==> config.mk <==
export PLATFORM = sky130hd
export DESIGN_NAME = ir_wall_detect_hysteresis_core
export DESIGN_NICKNAME = d
export VERILOG_FILES = /design/src/hw/rtl/irwd_pkg.sv /design/src/hw/rtl/irwd_lane.sv /design/src/hw/rtl/irwd_merge.sv /design/src/hw/rtl/ir_wall_detect_hysteresis_core.sv
export SDC_FILE = /design/constraint.sdc
export NUM_CORES = 1
export LEC_CHECK = 0
export BUFFER_PORTS_ARGS = -buffer_cell sky130_fd_sc_hd__buf_2
export CORE_MARGIN = 3
export CORE_UTILIZATION = 38
export CTS_CLUSTER_SIZE = 14
export DETAILED_ROUTE_END_ITERATION = 7
export PLACE_DENSITY_LB_ADDON = 0.2
export SYNTH_ARGS = -nofsm -noshare
export SYNTH_HDL_FRONTEND = slang
export SYNTH_HIERARCHICAL = 1
export SYNTH_SLANG_ARGS = --single-unit
==> constraint.sdc <==
create_clock -name i_clk -period 12.1 [get_ports i_clk]
set_clock_uncertainty 0.15 [all_clocks]
set_input_delay 1.21 -clock i_clk [delete_from_list [all_inputs] [get_ports i_clk]]
set_output_delay 1.21 -clock i_clk [all_outputs]
set_load 0.05 [all_outputs]
==> src/hw/rtl/irwd_pkg.sv <==
// ----------------------------------------------------------------------------
// irwd_pkg
// shared widths, register codes and lane types of the ir wall detector
// ----------------------------------------------------------------------------
package irwd_pkg;

    localparam int LANES      = 4;
    localparam int SAMPLE_W   = 12;
    localparam int CNT_W      = 4;
    localparam int RING_DEPTH = 3;
    localparam int PTR_W      = $clog2(RING_DEPTH);
    localparam int IDX_W      = 3;

    // lane order
    localparam int LANE_FL = 0;
    localparam int LANE_FR = 1;
    localparam int LANE_SL = 2;
    localparam int LANE_SR = 3;

    // stream widths, padded to whole bytes
    localparam int IN_TDATA_W  = ((2 * LANES * SAMPLE_W + 7) / 8) * 8;
    localparam int OUT_BITS    = LANES * SAMPLE_W + 3;
    localparam int OUT_TDATA_W = ((OUT_BITS + 7) / 8) * 8;

    // register indexes
    localparam logic [IDX_W-1:0] CFG_THR_FL  = 3'd0;
    localparam logic [IDX_W-1:0] CFG_THR_FR  = 3'd1;
    localparam logic [IDX_W-1:0] CFG_THR_SL  = 3'd2;
    localparam logic [IDX_W-1:0] CFG_THR_SR  = 3'd3;
    localparam logic [IDX_W-1:0] CFG_CONFIRM = 3'd4;
    localparam logic [IDX_W-1:0] CFG_RELEASE = 3'd5;

    localparam logic [CNT_W-1:0] CONFIRM_RST = 4'd4;
    localparam logic [CNT_W-1:0] RELEASE_RST = 4'd6;

    typedef logic [SAMPLE_W-1:0] t_sample;
    typedef logic [CNT_W-1:0]    t_count;

    typedef struct packed {
        logic   en;
        logic   restart;
        t_count conf_cnt;
        t_count rel_cnt;
    } t_lane_ctrl;

    typedef struct packed {
        t_sample median;
        logic    wall;
    } t_lane_res;

endpackage

==> src/hw/rtl/irwd_lane.sv <==
// ----------------------------------------------------------------------------
// irwd_lane
// one sensor: ambient subtract, median-of-three ring, hysteresis counter
// ----------------------------------------------------------------------------
module irwd_lane (
    input  logic                i_clk,
    input  logic                i_rst_n,
    input  irwd_pkg::t_lane_ctrl i_ctrl,
    input  irwd_pkg::t_sample   i_lit,
    input  irwd_pkg::t_sample   i_dark,
    input  irwd_pkg::t_sample   i_threshold,
    output irwd_pkg::t_lane_res o_res
);
    import irwd_pkg::*;

    t_sample            r_ring [RING_DEPTH];
    t_sample            n_ring [RING_DEPTH];
    logic [PTR_W-1:0]   r_ptr, n_ptr;
    logic               r_seeded;
    t_count             r_cnt, n_cnt;
    logic               r_wall, n_wall;

    logic [SAMPLE_W:0]  sub;
    t_sample            diff;
    logic [PTR_W-1:0]   ptr_eff;
    t_count             cnt_base;
    logic               wall_base;
    logic               seen;
    t_sample            lo, hi;

    always_comb begin
        sub  = {1'b0, i_lit} - {1'b0, i_dark};
        diff = sub[SAMPLE_W] ? '0 : sub[SAMPLE_W-1:0];

        // pointer past the last entry counts as entry zero
        ptr_eff = (r_ptr >= PTR_W'(RING_DEPTH)) ? '0 : r_ptr;
        n_ptr   = r_ptr;
        for (int k = 0; k < RING_DEPTH; k++) begin
            n_ring[k] = r_ring[k];
        end
        if (diff != '0) begin
            for (int k = 0; k < RING_DEPTH; k++) begin
                if (!r_seeded || ptr_eff == PTR_W'(k)) begin
                    n_ring[k] = diff;
                end
            end
            n_ptr = (ptr_eff == PTR_W'(RING_DEPTH - 1)) ? '0 : ptr_eff + 1'b1;
        end

        // median of the updated ring
        lo = (n_ring[0] < n_ring[1]) ? n_ring[0] : n_ring[1];
        hi = (n_ring[0] < n_ring[1]) ? n_ring[1] : n_ring[0];
        if (n_ring[2] <= lo) begin
            o_res.median = lo;
        end else if (n_ring[2] >= hi) begin
            o_res.median = hi;
        end else begin
            o_res.median = n_ring[2];
        end

        cnt_base  = i_ctrl.restart ? '0 : r_cnt;
        wall_base = i_ctrl.restart ? 1'b0 : r_wall;
        seen      = diff > i_threshold;
        if (seen) begin
            n_cnt = (cnt_base < i_ctrl.rel_cnt) ? cnt_base + 1'b1 : cnt_base;
        end else begin
            n_cnt = (cnt_base != '0) ? cnt_base - 1'b1 : cnt_base;
        end
        if (!wall_base) begin
            n_wall = n_cnt >= i_ctrl.conf_cnt;
        end else begin
            n_wall = n_cnt != '0;
        end
        o_res.wall = n_wall;
    end

    always_ff @(posedge i_clk) begin
        if (!i_rst_n) begin
            for (int k = 0; k < RING_DEPTH; k++) begin
                r_ring[k] <= '0;
            end
            r_ptr    <= '0;
            r_seeded <= 1'b0;
            r_cnt    <= '0;
            r_wall   <= 1'b0;
        end else if (i_ctrl.en) begin
            for (int k = 0; k < RING_DEPTH; k++) begin
                r_ring[k] <= n_ring[k];
            end
            r_ptr  <= n_ptr;
            r_cnt  <= n_cnt;
            r_wall <= n_wall;
            if (diff != '0) begin
                r_seeded <= 1'b1;
            end
        end
    end

endmodule

==> src/hw/rtl/irwd_merge.sv <==
// ----------------------------------------------------------------------------
// irwd_merge
// combines lane results into one result request, output register plus skid
// ----------------------------------------------------------------------------
module irwd_merge (
    input  logic                                 i_clk,
    input  logic                                 i_rst_n,
    input  logic                                 i_valid,
    input  irwd_pkg::t_lane_res [irwd_pkg::LANES-1:0] i_res,
    output logic                                 o_skid_full,
    output logic                                 o_valid,
    input  logic                                 i_ready,
    output logic [irwd_pkg::OUT_TDATA_W-1:0]     o_data
);
    import irwd_pkg::*;

    logic [OUT_TDATA_W-1:0] packed_res;
    logic [OUT_TDATA_W-1:0] r_out, r_skid;
    logic                   r_out_valid, r_skid_valid;
    logic                   take;

    always_comb begin
        packed_res = '0;
        for (int k = 0; k < LANES; k++) begin
            packed_res[k*SAMPLE_W +: SAMPLE_W] = i_res[k].median;
        end
        packed_res[LANES*SAMPLE_W]     = i_res[LANE_SL].wall;
        packed_res[LANES*SAMPLE_W + 1] = i_res[LANE_SR].wall;
        packed_res[LANES*SAMPLE_W + 2] = i_res[LANE_FL].wall | i_res[LANE_FR].wall;
    end

    assign take = r_out_valid && i_ready;

    always_ff @(posedge i_clk) begin
        if (!i_rst_n) begin
            r_out_valid  <= 1'b0;
            r_skid_valid <= 1'b0;
        end else if (r_skid_valid) begin
            // no new request is taken while the skid holds one
            if (take) begin
                r_out_valid  <= 1'b1;
                r_skid_valid <= 1'b0;
            end
        end else if (i_valid) begin
            if (!r_out_valid || take) begin
                r_out_valid <= 1'b1;
            end else begin
                r_skid_valid <= 1'b1;
            end
        end else if (take) begin
            r_out_valid <= 1'b0;
        end
    end

    always_ff @(posedge i_clk) begin
        if (r_skid_valid) begin
            if (take) begin
                r_out <= r_skid;
            end
        end else if (i_valid) begin
            if (!r_out_valid || take) begin
                r_out <= packed_res;
            end else begin
                r_skid <= packed_res;
            end
        end
    end

    assign o_skid_full = r_skid_valid;
    assign o_valid     = r_out_valid;
    assign o_data      = r_out;

endmodule

==> src/hw/rtl/ir_wall_detect_hysteresis_core.sv <==
// ----------------------------------------------------------------------------
// ir_wall_detect_hysteresis_core
// four infrared wall sensors: ambient subtract, median filter, hysteresis flags
// each accepted request's result is registered in the output or the skid register
// throughput: one request per cycle with the skid empty, via a single lane stage
// a stalled output keeps taking requests until the two-entry output buffer fills
// reset: synchronous active low; rings, counters, flags and registers to defaults
// ----------------------------------------------------------------------------
module ir_wall_detect_hysteresis_core (
    input  logic                                i_clk,
    input  logic                                i_rst_n,
    // lit_fl, dark_fl, lit_fr, dark_fr, lit_sl, dark_sl, lit_sr, dark_sr
    input  logic                                i_s_axis_tvalid,
    output logic                                o_s_axis_tready,
    input  logic [irwd_pkg::IN_TDATA_W-1:0]     i_s_axis_tdata,
    // restart_walls
    input  logic [0:0]                          i_s_axis_tuser,
    // median_fl, median_fr, median_sl, median_sr, wall_left, wall_right,
    // wall_front, zero pad
    output logic                                o_m_axis_tvalid,
    input  logic                                i_m_axis_tready,
    output logic [irwd_pkg::OUT_TDATA_W-1:0]    o_m_axis_tdata,
    // register write channel
    input  logic                                i_cfg_valid,
    output logic                                o_cfg_ready,
    input  logic [irwd_pkg::IDX_W-1:0]          i_cfg_index,
    input  logic [irwd_pkg::SAMPLE_W-1:0]       i_cfg_data
);
    import irwd_pkg::*;

    // configuration registers
    t_sample    r_thr [LANES];
    t_count     r_confirm;
    t_count     r_release;

    logic       accept;
    logic       skid_full;
    t_lane_ctrl lane_ctrl;
    t_lane_res [LANES-1:0] lane_res;

    // registers always take a write
    assign o_cfg_ready = 1'b1;

    always_ff @(posedge i_clk) begin
        if (!i_rst_n) begin
            for (int k = 0; k < LANES; k++) begin
                r_thr[k] <= '0;
            end
            r_confirm <= CONFIRM_RST;
            r_release <= RELEASE_RST;
        end else if (i_cfg_valid) begin
            unique case (i_cfg_index) inside
                CFG_THR_FL, CFG_THR_FR, CFG_THR_SL, CFG_THR_SR: begin
                    r_thr[i_cfg_index[1:0]] <= i_cfg_data;
                end
                CFG_CONFIRM: begin
                    r_confirm <= i_cfg_data[CNT_W-1:0];
                end
                CFG_RELEASE: begin
                    r_release <= i_cfg_data[CNT_W-1:0];
                end
                default: begin
                    // unused index, write dropped
                end
            endcase
        end
    end

    // input side stalls only when both output entries are occupied
    assign o_s_axis_tready = !skid_full;
    assign accept          = i_s_axis_tvalid && o_s_axis_tready;

    always_comb begin
        lane_ctrl.en       = accept;
        lane_ctrl.restart  = i_s_axis_tuser[0];
        lane_ctrl.conf_cnt = r_confirm;
        lane_ctrl.rel_cnt  = r_release;
    end

    // one lane per sensor, all updated in the accepting cycle
    for (genvar g = 0; g < LANES; g++) begin : g_lane
        irwd_lane u_lane (
            .i_clk       (i_clk),
            .i_rst_n     (i_rst_n),
            .i_ctrl      (lane_ctrl),
            .i_lit       (i_s_axis_tdata[(2*g)*SAMPLE_W +: SAMPLE_W]),
            .i_dark      (i_s_axis_tdata[(2*g+1)*SAMPLE_W +: SAMPLE_W]),
            .i_threshold (r_thr[g]),
            .o_res       (lane_res[g])
        );
    end

    // pack the lane findings, front flag is the or of both front lanes
    irwd_merge u_merge (
        .i_clk       (i_clk),
        .i_rst_n     (i_rst_n),
        .i_valid     (accept),
        .i_res       (lane_res),
        .o_skid_full (skid_full),
        .o_valid     (o_m_axis_tvalid),
        .i_ready     (i_m_axis_tready),
        .o_data      (o_m_axis_tdata)
    );

endmodule

==> Flow_metrics.wiki <==
{| class="wikitable"
! Metric !! Value
|-
| Sequential area share after synthesis || 35.4%
|-
| Mean instance size in the synthesized netlist || 9.42 sq um
|-
| Part of the cycle the worst path needs || 84.2%
|-
| Die Height || 274 microns
|-
| Fraction of registers with async set/reset || 0%
|-
| Clock tree from TritonCTS || built
|-
| Final non-filler cell area || 30400 sq um
|-
| Port Buffers || 169
|-
| Number of nets at the end of the flow || 3434
|-
| Overflow left after global routing || 0
|-
| Top_reg_cell synth || sky130_fd_sc_hd__edfxtp_1
|-
| Post-route worst setup slack || 1.91 ns
|-
| Final std cells w/o fill || 4011
|-
| Number of setup violations in the final report || 0
|-
| Core ar. || 70600 sq um
|-
| YS warnings || 6
|-
| Most area-consuming cells after synthesis || sky130_fd_sc_hd__edfxtp_1, sky130_fd_sc_hd__ha_1, sky130_fd_sc_hd__mux2_2
|-
| Pre-CTS worst setup slack || 1.39 ns
|-
| Type of destination of the critical path || flop
|-
| TritonCTS Buffers || 41
|-
| Ratio of cells with drive above 1 in the final layout || 15.7%
|-
| Number of instances resized during post-cts repair || 0
|-
| Hold buffer count at cts || 0
|-
| Routed wire length || 80600 microns
|-
| Outcome || complete, no violations
|-
| Setup slack of the worst register-to-register path || 3.60 ns
|-
| Pins Over Slew Limit || 0
|-
| Wire length of the first global-routing pass || 126000 microns
|-
| Cell leakage power || 13.6 nW
|-
| Die width || 274 microns
|-
| Clock input transition at the sequential cells of the worst setup and hold paths || 0.06 ns
|-
| Buffers inserted by post-CTS timing repair || 0
|-
| Biggest cell delay along the critical path || 0.91 ns
|-
| Total negative setup slack || 0 ns
|-
| I/O pins || 176
|-
| Post-detailed-placement half-perimeter wirelength || 59700 microns
|-
| Placer congestion estimate || 0.895
|-
| Post-synthesis to final-layout area growth || 11.2%
|-
| Power per cell area || 221 nW/um^2
|-
| Drc violations || 0
|-
| Overall power || 6.71 mW
|-
| Total cell area at the placement stage || 29000 sq um
|-
| Starting Density || 38.7%
|-
| Clock sinks || 336
|-
| Top fanout value on the critical path || 22
|-
| Number of detailed-route iterations in the first pass || 5
|-
| Max Fclk || 98.2 MHz
|-
| # rows || 97
|-
| Worst Path Arrival || 10.35 ns
|-
| Clock tree root driver cell || sky130_fd_sc_hd__clkbuf_16
|-
| Path category of the worst min-delay check || reg -> reg
|-
| Headroom to the max-slew limit || 23.0%
|-
| Pin count of the biggest net entering global routing || 69
|-
| Number of routed nets with antenna violations || 0
|-
| Critical Path Source Type || primary input
|-
| Via count of the first global-routing pass || 22400
|-
| Final period demand of the worst path || 10.19 ns
|-
| Vias/cell || 5.66
|-
| Top-area cell type share of the netlist area || 32.3%
|-
| Per-cell routed wire length || 20.1 microns
|-
| RSZ-0062 raised after global routing || false
|-
| Post-synthesis instance area || 27300 sq um
|-
| Initial antenna violation count || 5
|-
| Cell accounting for the most synthesized area || sky130_fd_sc_hd__edfxtp_1
|-
| CTS H-Tree Depth || 2
|-
| WP data required || 12.26 ns
|-
| Worst path slowest cell || sky130_fd_sc_hd__o31ai_2
|-
| Count of distinct cell types in the synthesized netlist || 120
|-
| Count of routing violations after the opening detailed-route iteration || 1733
|-
| DR vias || 22700
|-
| Worst IR Drop VDD || 0.156 mV
|-
| Source-to-sink clock delay at the later pin of the worst-skew pair || 0.57 ns
|-
| EDFF count, synth || 294
|-
| Critical setup path kind || in -> reg
|-
| Clock Path Buffers || 3
|-
| Hold Violations, Final || 0
|-
| Number of synthesized register bits || 336
|-
| DIE AREA || 75100 sq um
|-
| Pin slew with the least headroom to its limit || 1.15 ns
|-
| Synth Instances || 2899
|-
| Placed cells || 3933
|-
| Overall Global Routing Usage || 21.0%
|-
| Total of max-cap violations || 0
|}
## through the flow
stage	utilization, %	hold WS [ns]
floorplan	-	0.276
global placement	41.0	0.288
detailed placement	41.0	0.298
CTS	43.0	0.312
global route	43.0	0.336
finish	43.0	0.307
## sequential cells by signal (all words and copies together), names as in the netlist
signal and flops:
g_lane.u_lane/r_ring 144, u_merge/o_data 51, u_merge/r_skid 51, r_thr 48, g_lane.u_lane/r_cnt 16, g_lane.u_lane/r_ptr 8
g_lane.u_lane/r_seeded 4, g_lane.u_lane/r_wall 4, r_confirm 4, r_release 4, u_merge/o_skid_full 1, u_merge/o_valid 1
## worst max-delay path, delay by kind of cell
family	cells	cell delay, ns
simple gates	5	1.77
xor+xnor	1	0.41
buf+inv	4	0.67
compound gates	17	4.50
fa+ha+maj	4	1.16
mux	2	0.60
## worst paths after layout
kind                             startpoint                        end  depth (start not counted)
setup reg to reg  g_lane[2].u_lane/r_ptr[0]         u_merge/o_data[33]                         25
hold / removal    g_lane[0].u_lane/r_cnt[0]  g_lane[0].u_lane/r_cnt[0]                          2
setup / recovery         i_s_axis_tdata[72]         u_merge/o_data[40]                         33
hold reg to reg   g_lane[0].u_lane/r_cnt[0]  g_lane[0].u_lane/r_cnt[0]                          2
## layout make-up
cell class | count | area [sq um]
Fill cell | 6942 | 40300
Multi-Input combinational cell | 2178 | 16000
Clock inverter | 27 | 278
Tap cell | 940 | 1180
Antenna cell | 4 | 10.0
Inverter | 272 | 1020
Sequential cell | 336 | 9670
Timing Repair Buffer | 207 | 1130
Clock buffer | 47 | 1080
## report_power, final
group / internal (mW) / switching, mW
Sequential: 1.59 / 0.0774
Clock: 0.748 / 0.518
Combinational: 1.39 / 2.39
Total: 3.72 / 2.99
## metal layers
layer,share of wire (%),GRT usage [%],vias up,routed length (microns)
met4,2.3,5.50,4,1820
met5,0.038,0,-,31
met1,47,29.4,11000,37900
met2,45,33.8,632,36200
met3,5.7,3.18,111,4580
li1,-,-,10900,-
## synthesized netlist by cell type, types with 7 or more instances
cell type,instances
sky130_fd_sc_hd__a21o_1,72
sky130_fd_sc_hd__nor2_1,254
sky130_fd_sc_hd__nand3_1,43
sky130_fd_sc_hd__a221o_1,21
sky130_fd_sc_hd__nand2_1,207
sky130_fd_sc_hd__buf_2,22
sky130_fd_sc_hd__o31ai_1,18
sky130_fd_sc_hd__ha_1,277
sky130_fd_sc_hd__a21oi_1,143
sky130_fd_sc_hd__o221ai_1,17
sky130_fd_sc_hd__o21bai_1,7
sky130_fd_sc_hd__or2_2,16
sky130_fd_sc_hd__o21ai_0,152
sky130_fd_sc_hd__nor3_1,79
sky130_fd_sc_hd__buf_6,13
sky130_fd_sc_hd__a221oi_1,17
sky130_fd_sc_hd__nand2b_1,61
sky130_fd_sc_hd__clkbuf_1,55
sky130_fd_sc_hd__mux2i_1,96
sky130_fd_sc_hd__o21a_1,30
sky130_fd_sc_hd__nor2b_1,68
sky130_fd_sc_hd__a21boi_0,20
sky130_fd_sc_hd__inv_2,9
sky130_fd_sc_hd__o22ai_1,21
sky130_fd_sc_hd__or3_1,8
sky130_fd_sc_hd__a211o_1,21
sky130_fd_sc_hd__a22oi_1,19
sky130_fd_sc_hd__nand4_1,38
sky130_fd_sc_hd__a211oi_1,20
sky130_fd_sc_hd__and4_1,8
sky130_fd_sc_hd__and2_1,55
sky130_fd_sc_hd__buf_4,23
sky130_fd_sc_hd__dfxtp_1,42
sky130_fd_sc_hd__edfxtp_1,294
sky130_fd_sc_hd__a22o_1,15
sky130_fd_sc_hd__and3_1,16
sky130_fd_sc_hd__xor2_1,10
sky130_fd_sc_hd__mux2_2,108
sky130_fd_sc_hd__xnor2_1,16
sky130_fd_sc_hd__o21ai_1,17
sky130_fd_sc_hd__inv_1,263
sky130_fd_sc_hd__a31oi_1,11
## placed cells by master (no fill, tap or decap), types with 30 or more instances in the layout
cell type	netlist	final
sky130_fd_sc_hd__nand3_1	43	43
sky130_fd_sc_hd__o21ai_0	152	152
sky130_fd_sc_hd__edfxtp_1	294	294
sky130_fd_sc_hd__nand2_1	207	207
sky130_fd_sc_hd__mux2i_1	96	96
sky130_fd_sc_hd__inv_1	263	262
sky130_fd_sc_hd__clkbuf_16	0	42
sky130_fd_sc_hd__a21oi_1	143	142
sky130_fd_sc_hd__mux2_2	108	108
sky130_fd_sc_hd__nand2b_1	61	61
sky130_fd_sc_hd__nor3_1	79	78
sky130_fd_sc_hd__nor2_1	254	254
sky130_fd_sc_hd__buf_4	23	38
sky130_fd_sc_hd__dfxtp_1	42	41
sky130_fd_sc_hd__o21a_1	30	30
sky130_fd_sc_hd__ha_1	277	277
sky130_fd_sc_hd__nor2b_1	68	67
sky130_fd_sc_hd__and2_1	55	55
sky130_fd_sc_hd__nand4_1	38	38
sky130_fd_sc_hd__buf_2	22	169
sky130_fd_sc_hd__a21o_1	72	72
## cells by family (layout without fill, tap and decap cells)
group	after synthesis	in the layout	share of synthesized area (%)
buffers and inverters	389	553	6.20
and+or+nand+nor	909	909	16.7
other	2	10	0.0275
adders and majority gates	281	281	13.0
xor gates and xnor gates	27	27	0.894
muxes	210	210	8.26
AOI/OAI and AO/OA	745	745	19.5
DFF	336	336	35.4
(Power assumes the default switching activity.)
